===== src/rtl/nnts_pkg.sv =====
// shared types, widths and codes of the nearest neighbor texture scaler
package nnts_pkg;

    // fixed field widths
    localparam int COORD_W = 10;
    localparam int SRC_W   = 7;
    localparam int DSP_W   = 11;
    localparam int FMT_W   = 2;
    localparam int BYTE_W  = 8;
    localparam int TEXEL_W = 4 * BYTE_W;
    localparam int ARGB_W  = 32;
    localparam int CFG_IDX_W  = 3;
    localparam int CFG_DATA_W = DSP_W;

    // divider sizing: quotient never exceeds the source side
    localparam int QUOT_W = SRC_W;
    localparam int NUM_W  = COORD_W + SRC_W + 1;
    localparam int DSH_W  = DSP_W + QUOT_W - 1;
    localparam int STEP_W = $clog2(QUOT_W);

    // parameter defaults
    localparam int MAX_SOURCE_SIDE_DEF  = 64;
    localparam int MAX_DISPLAY_SIDE_DEF = 1024;

    // register reset values
    localparam logic [SRC_W-1:0] SRC_W_RST = SRC_W'(64);
    localparam logic [SRC_W-1:0] SRC_H_RST = SRC_W'(64);
    localparam logic [DSP_W-1:0] DSP_W_RST = DSP_W'(64);
    localparam logic [DSP_W-1:0] DSP_H_RST = DSP_W'(64);

    typedef enum logic [CFG_IDX_W-1:0] {
        CFG_SOURCE_WIDTH   = 3'd0,
        CFG_SOURCE_HEIGHT  = 3'd1,
        CFG_DISPLAY_WIDTH  = 3'd2,
        CFG_DISPLAY_HEIGHT = 3'd3,
        CFG_PIXEL_FORMAT   = 3'd4
    } cfg_idx_t;

    typedef enum logic [FMT_W-1:0] {
        FMT_GRAY = 2'd0,
        FMT_RGB  = 2'd1,
        FMT_RGBA = 2'd2
    } fmt_t;

    localparam logic [FMT_W-1:0] FMT_RST = FMT_RGB;

    typedef enum logic [0:0] {
        MODE_WRITE = 1'b0,
        MODE_READ  = 1'b1
    } mode_t;

    typedef enum logic [2:0] {
        ST_IDLE,
        ST_CHECK,
        ST_DIV_S,
        ST_DIV_T,
        ST_MEM,
        ST_MUL,
        ST_DONE
    } state_t;

    // controller to datapath
    typedef struct packed {
        logic load_in;
        logic mem_wr;
        logic div_start;
        logic div_sel_t;
        logic cap_s;
        logic cap_t;
        logic mem_rd;
        logic mul_en;
        logic out_load;
    } cmd_t;

    // datapath to controller
    typedef struct packed {
        logic is_read;
        logic outside;
        logic write_ok;
        logic div_done;
    } status_t;

endpackage


===== src/rtl/nnts_ctrl.sv =====
// controller state machine of the texture scaler
module nnts_ctrl
    import nnts_pkg::*;
(
    input  logic    clk,
    input  logic    rst_n,
    input  logic    in_valid,
    output logic    in_ready,
    output logic    out_valid,
    input  logic    out_ready,
    input  status_t st,
    output cmd_t    cmd
);

    state_t state_reg, state_next;
    logic   out_valid_reg, out_valid_next;

    always_ff @(posedge clk or negedge rst_n)
    begin
        if (!rst_n)
        begin
            state_reg     <= ST_IDLE;
            out_valid_reg <= 1'b0;
        end
        else
        begin
            state_reg     <= state_next;
            out_valid_reg <= out_valid_next;
        end
    end

    always_comb
    begin
        state_next     = state_reg;
        cmd            = '0;
        in_ready       = 1'b0;
        out_valid_next = out_valid_reg;
        if (out_valid_reg && out_ready)
        begin
            out_valid_next = 1'b0;
        end
        case (state_reg)
            ST_IDLE:
            begin
                in_ready = 1'b1;
                if (in_valid)
                begin
                    cmd.load_in = 1'b1;
                    state_next  = ST_CHECK;
                end
            end
            ST_CHECK:
            begin
                if (!st.is_read)
                begin
                    cmd.mem_wr = st.write_ok;
                    state_next = ST_IDLE;
                end
                else if (st.outside)
                begin
                    state_next = ST_DONE;
                end
                else
                begin
                    cmd.div_start = 1'b1;
                    state_next    = ST_DIV_S;
                end
            end
            ST_DIV_S:
            begin
                if (st.div_done)
                begin
                    cmd.cap_s     = 1'b1;
                    cmd.div_start = 1'b1;
                    cmd.div_sel_t = 1'b1;
                    state_next    = ST_DIV_T;
                end
            end
            ST_DIV_T:
            begin
                if (st.div_done)
                begin
                    cmd.cap_t  = 1'b1;
                    state_next = ST_MEM;
                end
            end
            ST_MEM:
            begin
                cmd.mem_rd = 1'b1;
                state_next = ST_MUL;
            end
            ST_MUL:
            begin
                cmd.mul_en = 1'b1;
                state_next = ST_DONE;
            end
            ST_DONE:
            begin
                if (!out_valid_reg || out_ready)
                begin
                    cmd.out_load   = 1'b1;
                    out_valid_next = 1'b1;
                    state_next     = ST_IDLE;
                end
            end
            default:
            begin
                state_next = ST_IDLE;
            end
        endcase
    end

    assign out_valid = out_valid_reg;

endmodule


===== config.mk =====
export PLATFORM = sky130hd
export DESIGN_NAME = nnts_ctrl
export DESIGN_NICKNAME = d
export VERILOG_FILES = /design/src/rtl/nnts_pkg.sv /design/src/rtl/nnts_ctrl.sv
export SDC_FILE = /design/constraint.sdc
export NUM_CORES = 1
export LEC_CHECK = 0
export ABC_AREA = 1
export BUFFER_PORTS_ARGS = -buffer_cell sky130_fd_sc_hd__buf_2
export CELL_PAD_IN_SITES_DETAIL_PLACEMENT = 1
export CELL_PAD_IN_SITES_GLOBAL_PLACEMENT = 2
export CORE_AREA = 2 2 45 47
export CTS_BUF_LIST = sky130_fd_sc_hd__clkbuf_2 sky130_fd_sc_hd__clkbuf_4 sky130_fd_sc_hd__clkbuf_8
export CTS_CLUSTER_DIAMETER = 100
export DETAILED_ROUTE_END_ITERATION = 6
export DIE_AREA = 0 0 47 49
export PLACE_DENSITY = 0.85
export SLEW_MARGIN = 0
export SYNTH_ARGS = -nofsm -noshare
export SYNTH_HDL_FRONTEND = slang
export SYNTH_SLANG_ARGS = --single-unit

===== constraint.sdc =====
create_clock -name clk -period 1.2 [get_ports clk]
set_input_delay 0 -clock clk [delete_from_list [all_inputs] [get_ports clk]]
set_output_delay 0 -clock clk [all_outputs]
set_load 0.005 [all_outputs]

# Word-level counts from Yosys, hierarchy flattened
# Cells that the tools add are included.
[word_totals]
register_bits = 4
in_bits = 8
output_inout_bits = 11
word_cells = 43
[classes]
n_eq_ne = 10
mux = 26
n_reduce_logical = 5
[op_table]
columns = ["operator", "n"]
rows = [
  ["3-bit 2-to-1 mux", 7],
  ["3-bit one-hot mux with 7 select lines", 1],
  ["1-bit 2-to-1 mux", 16],
  ["3-bit equality test (second input constant)", 3],
  ["2-bit inequality test (second input constant)", 4],
  ["3-bit by 2-bit equality test with 1-bit output (second input constant)", 2],
  ["4-bit AND reduction", 1],
  ["3-bit by 1-bit equality test with 1-bit output (second input constant)", 1],
  ["3-bit zero test", 1],
  ["2-bit 2-to-1 mux", 1],
  ["1-bit one-hot mux with 2 select lines", 1],
  ["1-bit logical AND", 1],
  ["1-bit zero test", 1],
  ["1-bit logical OR", 1],
]

# Longest topological paths before layout
# Gate-level depths: netlist (run 1).
[depth]
depth_word = 4
ltp_mapped = 7
mapped_depth_nobuf = 7

# Least setup slack after synthesis (run 1)
# No wires, ideal clock.
[synth_timing]
path_kind = "register to register"
start = "reg state_reg[1]"
end = "reg state_reg[2]"
setup_ns = 0.117
arrival_ns = 0.909
t_required_ns = 1.083
path_slack_ns = 0.175
stages_incl_launch_ff = 8
path_buffers = 1
period_less_slack_ns = 1.025
path_cell_list = "dfrtp_1 buf_6 nor2_1 nand3_2 nand2_2 nor2_2 nand2_1 nand2_1"
[synth_between]
elab_chain_cells = 3
word_cells_on_any_way = 13
classes_between = "10 x eq/ne; 1 x mux; 2 x reduce/logical"
[synth_rtl]
columns = ["item", "line", "text"]
rows = [
  ["start, declared", "nnts_ctrl.sv:15", "state_t state_reg, state_next;"],
  ["start signal, assigned", "nnts_ctrl.sv:27", "state_reg <= state_next;"],
  ["3-bit equality test (tied with other cells)", "nnts_ctrl.sv:42", "case (state_reg)"],
  ["2-bit inequality test (no source line)", "--", ""],
  ["4-bit AND reduction (no source line)", "--", ""],
]
# Several ways; a longest one is shown, not always the timed one.
# A chain may end at the register's enable or synchronous reset.

# Final worst setup path (run 1)
[layout_timing]
start = "reg state_reg[2]"
end = "reg state_reg[2]"
# The elaborated chain is that of the path after synthesis.

==> results of run 1 <==
-- worst register-to-register path: stages (launching register included) --
cell and delay (ns):
dfrtp_2 0.46, inv_4 0.11, buf_4 0.13, nand3_2 0.10, nand2_2 0.09, nor2_2 0.04
nand2_1 0.09, nand2_1 0.06
-- area by class of cell --
type	instances	area (um^2)
Tap cell	27	33.8
Timing Repair Buffer	27	164
Inverter	9	38.8
Fill cell	253	1250
Clock buffer	3	22.5
Sequential cell	4	104
Multi-Input combinational cell	45	233
-- worst max-delay path by stage --
stage,slack [ns],cells past startpoint,start,end
2_1_floorplan,0.17,7,state_reg[1],state_reg[2]
3_3_place_gp,0.007,5,state_reg[1],state_reg[1]
3_5_place_dp,0.006,5,state_reg[1],state_reg[2]
4_1_cts,-0.01,4,state_reg[0],cmd[6]
5_1_grt,-0.05,4,state_reg[1],cmd[6]
6_report,0.01,7,state_reg[2],state_reg[2]
-- where the power goes --
group / internal, uW / switching [uW] / leakage, uW
registers: 197 / 115 / 0.0000478
clock network: 112 / 62.0 / 0.0000138
logic: 372 / 443 / 0.000283
-- metal layers --
layer  track usage  wire length (um)
met3       0.00741                50
met1         0.111               516
met4        0.0648                 8
met5             0                 0
met2         0.201               749
-- metrics by stage --
step | std cells | setup WS, ns | total power, uW
2_1_floorplan | 60 | 0.175 | 656
3_3_place_gp | 103 | 0.00678 | 795
3_5_place_dp | 103 | 0.00595 | 808
4_1_cts | 110 | -0.0148 | 1080
5_1_grt | 115 | -0.0464 | 1410
6_report | 115 | 0.0106 | 1300
-- what timing repair did --
item / CTS / global route
hold endpoints to repair: 4 / 0
resized for setup: 4 / 13
hold buffers: 1 / 0
pin swaps: 1 / 3
endpoints found under the setup margin: 8 / 11
buffers inserted: 3 / 5
-- cell families after synthesis --
group                  synth area share
AOI/OAI and AO/OA                0.0419
buffers and inverters             0.147
DFF                               0.280
and+or+nand+nor                   0.531
-- cell usage in the layout, fill, tap and decap left out --
master / instances
buf_2: 18
buf_4: 7
buf_6: 1
clkbuf_4: 3
dfrtp_1: 1
dfrtp_2: 3
dlygate4sd3_1: 1
inv_1: 7
inv_4: 2
nand2_1: 18
nand2_2: 1
nand3_1: 2
nand3_2: 3
nand3_4: 1
nor2_1: 11
nor2_2: 2
nor2_4: 2
nor3_1: 2
o21ai_0: 1
o21ai_1: 2
==> run summary, run 1 <==
Status - complete, no violations
Largest net degree at the start of global routing - 10
Final TNS setup - 0 ns
Worst-skew pair later-pin latency - 0.24 ns
Fmax - 0.841 GHz
Hold path startpoint - out_ready
Reg-to-reg endpoint - state_reg[2]
Register area share after synthesis - 0.280
Ys flop type - dfrtp_1
CP endpoint kind - flop
Synth cell types - 14
Initial Util - 0.194
Cell area after synthesis - 358 um^2
Ys async rst share - 1.00
Worst-path clk slew - 0.04 ns
Port-buffer cells - 18
CP max FO - 7
DP Wirelength - 830 um
Vias in the first global route - 489
Antenna cells - 0
Drt wl/cell - 11.5 um
FF-to-FF Start - state_reg[2]
Critical-path cell list - inv_4 -> buf_4 -> nand3_2 -> nand2_2 -> nor2_2 -> nand2_1 -> nand2_1
FP Rows - 16
H-tree level count - 1
Synth top area cells - dfrtp_1 (28%), nand2_1 (19%), nor2_1 (14%)
Synth area leader - dfrtp_1
Final Slew Violations - 0
Die ar. - 0.00230 mm^2
CP top delay family - flip-flops
Worst Tran Pin Value - 0.207 ns
Remaining Overflow, GRT - 0
Most common cell in the synthesized netlist - nand2_1
Routed Antenna Nets - 0
Setup Crit Path Kind - flop to flop
Share of cells above drive strength 1 - 0.489
Die Wd - 47 um
P_leak - 0.000345 uW
Post-synth top area share - 0.280
PD cells - 2180 mW/mm^2
Avg Vias per Cell - 4.20
Gpl congestion - 0.722
Util after Layout - 0.323
Worst path slowest cell - dfrtp_2
RSZ-0062 raised after global routing - true
Detailed Route WL - 1320 um
Initial antenna violation count - 0
Global-route wire length before repair - 1900 um
Crit share post-route - 0.991
Post-Place Cell Area - 463 um^2
Min-Delay Path Class - primary input to flop
Number of DRC markers in iteration 0 - 3
Hold Path Sink - out_valid
Most frequent cell on the critical path - nand2_1
Final hold viol count - 0
CTS tree - built
CP arrival - 1.31 ns
Final setup violation count - 0
Post-synth EDFFs - 0
Core Region - 0.00184 mm^2
Die height - 49 um
Clk root buf - clkbuf_4
Syn Nets - 68
CP required - 1.32 ns
DR vias - 483
CTS Buffer Depth - 2
CTS buffer count - 3
Worst R2R Path Depth - 7
Setup slack, reg-to-reg - 0.01 ns
Area Overhead vs Synth - 66.4%
Worst hold margin - 0.0456 ns
Worst slew margin - 0.862
Yosys warns - 0
CP bufs+invs - 2
DRC - 0
Worst VDD drop - 0.483 mV
Max FFs per register - 3
Critical Path Max Stage Delay - 0.46 ns
DR pass1 iterations - 4
Clk_skew - 0.00185 ns
Syn Inst Count - 60
Layout Cell Area excl Fill - 596 um^2
Clock sink count - 4
Total GRT Usage - 0.109
Hold Path Cell Cnt - 4
Max-cap viol count - 0
Num ports - 19
FF+latch count, synth - 4
Post-synth top cells - nand2_1 (18), nor2_1 (13), inv_1 (8)
Syn avg cell area - 5.96 um^2
CP Launch Type - flop
Tmin final - 1.19 ns
NumNets Final - 98
(Power assumes the default switching activity.)
==> run 2: changes to the inputs <==
Settings changed: SETUP_SLACK_MARGIN from default to 0.2.
==> run 2 against run 1 <==
Effect of this change: final area fell by 2.1%; largest cell class unchanged; sequential share of layout area grew 0.37 points; worst hold slack improved by 0.044 ns; global-route usage rose by 0.71 points; die area stayed put; register-to-register slack better by 0.05 ns; count of clock-buffer cells in the layout unchanged; fmax up 0.54%; combinational power down 8.2%; clock power is essentially flat; sequential cell count unchanged.
==> run summary, run 2 (synthesis gave the netlist of run 1 again) <==
Worst-path clk slew - 0.04 ns (about the same)
CP arrival - 1.18 ns (-0.13 ns)
Area occupied by multi-input gates - 246 um^2 (+5.9%)
Fmax - 0.845 GHz (+0.54%)
Worst R2R Path Depth - 7 (unchanged)
Drt wl/cell - 9.84 um (-15%)
Initial antenna violation count - 0 (unchanged)
Share of cells above drive strength 1 - 0.488 (-0.000541)
Final hold viol count - 0 (unchanged)
Crit path to - cmd[6]
Worst Tran Pin Value - 0.217 ns (+0.0103 ns)
# fillers - 253 (unchanged)
Setup slack, reg-to-reg - 0.06 ns (+0.05 ns)
Antenna cells - 0 (unchanged)
CTS Buffer Depth - 2 (unchanged)
Routed Antenna Nets - 0 (unchanged)
DR vias - 451 (-6.6%)
Max FFs per register - 3 (unchanged)
CP endpoint kind - primary output
Die ar. - 0.00230 mm^2 (unchanged)
Worst-skew pair later-pin latency - 0.24 ns (about the same)
Number of DRC markers in iteration 0 - 6 (+3)
FF-to-FF Start - state_reg[1]
Avg Vias per Cell - 4.06 (-3.3%)
Most Used Layer, Global Route - met2
Gpl congestion - 0.699 (-3.2%)
Crit share post-route - 0.986 (-0.00530)
P_leak - 0.000332 uW (-3.8%)
Worst hold margin - 0.0900 ns (+0.0445 ns)
Util after Layout - 0.317 (-0.00679)
Largest net degree at the start of global routing - 9 (-1)
H-tree level count - 1 (unchanged)
Worst slew margin - 0.855 (-0.00684)
Final TNS setup - 0 ns (unchanged)
Core Region - 0.00184 mm^2 (unchanged)
Area Overhead vs Synth - 62.9%
PD cells - 2110 mW/mm^2 (-3.3%)
Vias in the first global route - 443 (-9.4%)
DP Wirelength - 856 um (+3.1%)
Die height - 49 um (unchanged)
Clk_skew - 0.000713 ns (-0.00114 ns)
Met1 Usage GRT - 0.152 (+0.0406)
Clk root buf - clkbuf_4
Worst VDD drop - 0.476 mV (-1.5%)
Detailed Route WL - 1090 um (-18%)
Global-route wire length before repair - 1930 um (+1.5%)
NumNets Final - 94 (-4.1%)
Min-Delay Path Class - primary input to asynchronous set/reset pin
Reg-to-reg endpoint - state_reg[2]
Most frequent cells in the layout - nand2_1 (18), buf_2 (18), nor2_1 (11)
CP required - 1.20 ns (-0.12 ns)
Remaining Overflow, GRT - 0 (unchanged)
Tmin final - 1.18 ns (-0.00635 ns)
Initial Util - 0.194 (unchanged)
Post-Place Cell Area - 465 um^2 (+0.54%)
Setup Crit Path Kind - flop to primary output
DRC - 0 (unchanged)
Layout Cell Area excl Fill - 583 um^2 (-2.1%)
Clock sink count - 4 (unchanged)
Max-cap viol count - 0 (unchanged)
Met2 GRT Util - 0.171 (-0.0297)
CTS tree - built
FF+latch area - 104 um^2 (unchanged)
Crit path launch - state_reg[1]
CP Launch Type - flop
DR pass1 iterations - 3 (-1)
Met3 Use GR - 0.0222 (+0.0148)
Status - complete, no violations
CP max FO - 8 (+1)
Total GRT Usage - 0.116 (+0.00706)
Final Slew Violations - 0 (unchanged)
Num ports - 19 (unchanged)
Die Wd - 47 um (unchanged)
Final setup violation count - 0 (unchanged)
RSZ-0062 raised after global routing - true
CTS buffer count - 3 (unchanged)
FP Rows - 16 (unchanged)
Port-buffer cells - 18 (unchanged)
## run 2: report_power, final
part           internal (uW)  switching [uW]  leakage (uW)
clock                    112            59.9     0.0000138
sequential               197             114     0.0000478
combinational            341             407      0.000270
## run 2: repair_timing
action                                 CTS  global route
gates resized for setup                 12             7
setup endpoints to repair               13            13
setup buffers                            4             0
endpoints found under the hold margin    4             0
hold buffers                             1             0
pin swaps                                3             3
## run 2: critical path: stages (launching register included)
cell and delay, ns:
dfrtp_2 0.48, nor2_4 0.19, nand3_2 0.07, o21ai_1 0.07
buf_2 0.12
## run 2: final cells by class
cell class              instances  share of cell area
flip-flops and latches          4               0.178
repair buffers                 23               0.236
multi-input cells              45               0.423
inverters                       9              0.0665
well taps                      27              0.0579
clock buffers                   3              0.0386
## run 2: worst min path at each step
stage                              end  cells after the start  slack [ns]      start
after floorplan              out_valid                      0       -0.30      rst_n
after global placement       out_valid                      1       -0.19      rst_n
after detailed placement  state_reg[0]                      1       -0.19      rst_n
after CTS                    out_valid                      4        0.06  out_ready
after global routing         out_valid                      4        0.09  out_ready
final                     state_reg[1]                      2        0.09      rst_n
## run 2: per-layer routing
layer | up-vias | part of all wire | wire length, um
met5 | - | 0 | 0
met4 | 0 | 0.022 | 24
met3 | 2 | 0.045 | 49
met2 | 13 | 0.49 | 539
met1 | 205 | 0.44 | 479
li1 | 231 | - | -
## run 2: through the flow
step	setup slack [ns]	total power [uW]	instances
3_3_place_gp	-0.0106	809	103
4_1_cts	0.0188	1190	111
5_1_grt	-0.0739	1370	111
6_report	0.0170	1230	111
2_1_floorplan	0.209	669	60
3_5_place_dp	-0.0103	824	103
==> run 3: changes to the inputs <==
Settings changed: CTS_CLUSTER_DIAMETER 100 to 60, GPL_TIMING_DRIVEN from default to 0.
==> run 3 against run 2 <==
Effect of this change: register-to-register slack about the same; combinational power up 50%; worst hold slack better by 0.017 ns; clock skew up 0.0028 ns; fmax down 0.67%; die area unchanged; final area up 20%; first-iteration DRC count down 100%; largest power group unchanged.
==> run summary, run 3 (synthesis gave the netlist of run 1 again) <==
Status - complete, no violations
Number of DRC markers in iteration 0 - 0 (-6)
FP Rows - 16 (unchanged)
CP arrival - 1.19 ns (about the same)
DR vias - 481 (+6.7%)
PD cells - 2190 mW/mm^2 (+3.9%)
Worst VDD drop - 0.537 mV (+13%)
NumNets Final - 103 (+9.6%)
Global-route wire length before repair - 2240 um (+16%)
# fillers - 253 (unchanged)
Worst-path clk slew - 0.04 ns (about the same)
CTS Buffer Depth - 2 (unchanged)
Vias in the first global route - 495 (+12%)
Avg Vias per Cell - 4.01 (-1.3%)
Initial antenna violation count - 0 (unchanged)
Max-cap viol count - 0 (unchanged)
Die height - 49 um (unchanged)
CP bufs+invs - 3 (+2)
Num ports - 19 (unchanged)
Clk root buf - clkbuf_4
Drt wl/cell - 11.3 um (+15%)
Tmin final - 1.19 ns (+0.00792 ns)
Setup Crit Path Kind - flop to primary output
CP endpoint kind - primary output
Critical Path Max Stage Delay - 0.41 ns (-0.07 ns)
Die ar. - 0.00230 mm^2 (unchanged)
Min-Delay Path Class - primary input to asynchronous set/reset pin
DP Wirelength - 798 um (-6.8%)
Commonest non-fill, non-tap cell in the layout - buf_2
RSZ-0062 raised after global routing - true
Worst slew margin - 0.843 (-0.0128)
Routed Antenna Nets - 0 (unchanged)
Share of cells above drive strength 1 - 0.591 (+0.103)
P_leak - 0.000389 uW (+17%)
CP Launch Type - flop
CP max FO - 3 (-5)
Crit share post-route - 0.992 (+0.00660)
Final Slew Violations - 0 (unchanged)
Worst Tran Pin Value - 0.236 ns (+0.0190 ns)
Final hold viol count - 0 (unchanged)
CP top delay family - flip-flops
Detailed Route WL - 1360 um (+24%)
Worst path slowest cell - dfrtp_1
Gpl congestion - 0.740 (+5.8%)
Remaining Overflow, GRT - 0 (unchanged)
Clock sink count - 4 (unchanged)
Antenna cells - 0 (unchanged)
Largest net degree at the start of global routing - 9 (unchanged)
Core Region - 0.00184 mm^2 (unchanged)
CTS buffer count - 3 (unchanged)
Area Overhead vs Synth - 95.5%
Final TNS setup - 0 ns (unchanged)
Layout Cell Area excl Fill - 699 um^2 (+20%)
Final setup violation count - 0 (unchanged)
Max FFs per register - 3 (unchanged)
DRC - 0 (unchanged)
Critical-path cell list - inv_2 -> buf_6 -> nand3_4 -> nor2_2 -> buf_2
CTS tree - built
Initial Util - 0.194 (unchanged)
Total GRT Usage - 0.135 (+0.0186)
Worst-skew pair later-pin latency - 0.24 ns (about the same)
H-tree level count - 1 (unchanged)
Die Wd - 47 um (unchanged)
Port-buffer cells - 18 (unchanged)
Most frequent cells in the layout - buf_2 (17), nand2_1 (15), buf_6 (8), nor2_1 (8)
Post-Place Cell Area - 484 um^2 (+4.0%)
Fmax - 0.840 GHz (-0.67%)
CP required - 1.20 ns (about the same)
Clk_skew - 0.00352 ns (+0.00281 ns)
DR pass1 iterations - 1 (-2)
==> run 3: changes by cell type in the layout (fill, tap and decap cells not counted), sizes merged <==
cell and delta:
buf +9
==> run 3: power by group <==
group          internal [uW]  total (uW)  switching [uW]  leakage, uW
sequential               191         241            50.5    0.0000502
combinational            530        1120             590     0.000325
clock                    112         173            61.0    0.0000138
total                    833        1530             701     0.000389
==> run 3: metal layers <==
layer,share of wire,GRT usage,up-vias
met1,0.38,0.172,222
met2,0.57,0.217,13
met3,0.052,0.0444,0
met4,0,0.0278,0
li1,-,-,246
met5,0,0,-
==> run 3: area by class of cell <==
cell class                 count  area [um^2]  share of cell area
sequential                     4          101               0.145
tap                           27         33.8              0.0483
buffer                         2         22.5              0.0322
multi-input combinational     45          275               0.394
clock buffer                   3         22.5              0.0322
inverter                       9         36.3              0.0519
timing repair buffer          30          208               0.297
==> run 3: repair_timing <==
action                                  4_1_cts  5_1_grt
endpoints found under the setup margin       13       13
buffers inserted                             10        1
resized for setup                            20        9
hold buffers                                  1        0
cloned                                        0        0
pin swaps                                     5        4
endpoints found under the hold margin         4        0
==> run 3: final timing paths <==
kind / startpoint / endpoint / slack (ns) / cells past startpoint
hold reg to reg: out_valid / out_valid / 0.57 / 2
hold / removal: rst_n / state_reg[2] / 0.11 / 2
setup reg to reg: state_reg[1] / state_reg[2] / 0.05 / 8
max in group asynchronous: rst_n / state_reg[2] / 0.96 / 2
min in group clk: out_ready / out_valid / 0.11 / 4
setup / recovery: state_reg[0] / cmd[0] / 0.009 / 5
==> run 3: metrics by stage <==
stage / std cells / total power, uW / hold WS, ns / setup slack [ns] / util
global placement: 105 / 847 / -0.196 / 0.0827 / 0.263
finish: 120 / 1530 / 0.107 / 0.00908 / 0.380
detailed placement: 105 / 865 / -0.190 / 0.0760 / 0.263
floorplan: 60 / 669 / -0.296 / 0.209 / -
CTS: 119 / 1410 / 0.0911 / 0.0155 / 0.353
global route: 120 / 1680 / 0.112 / -0.0858 / 0.380
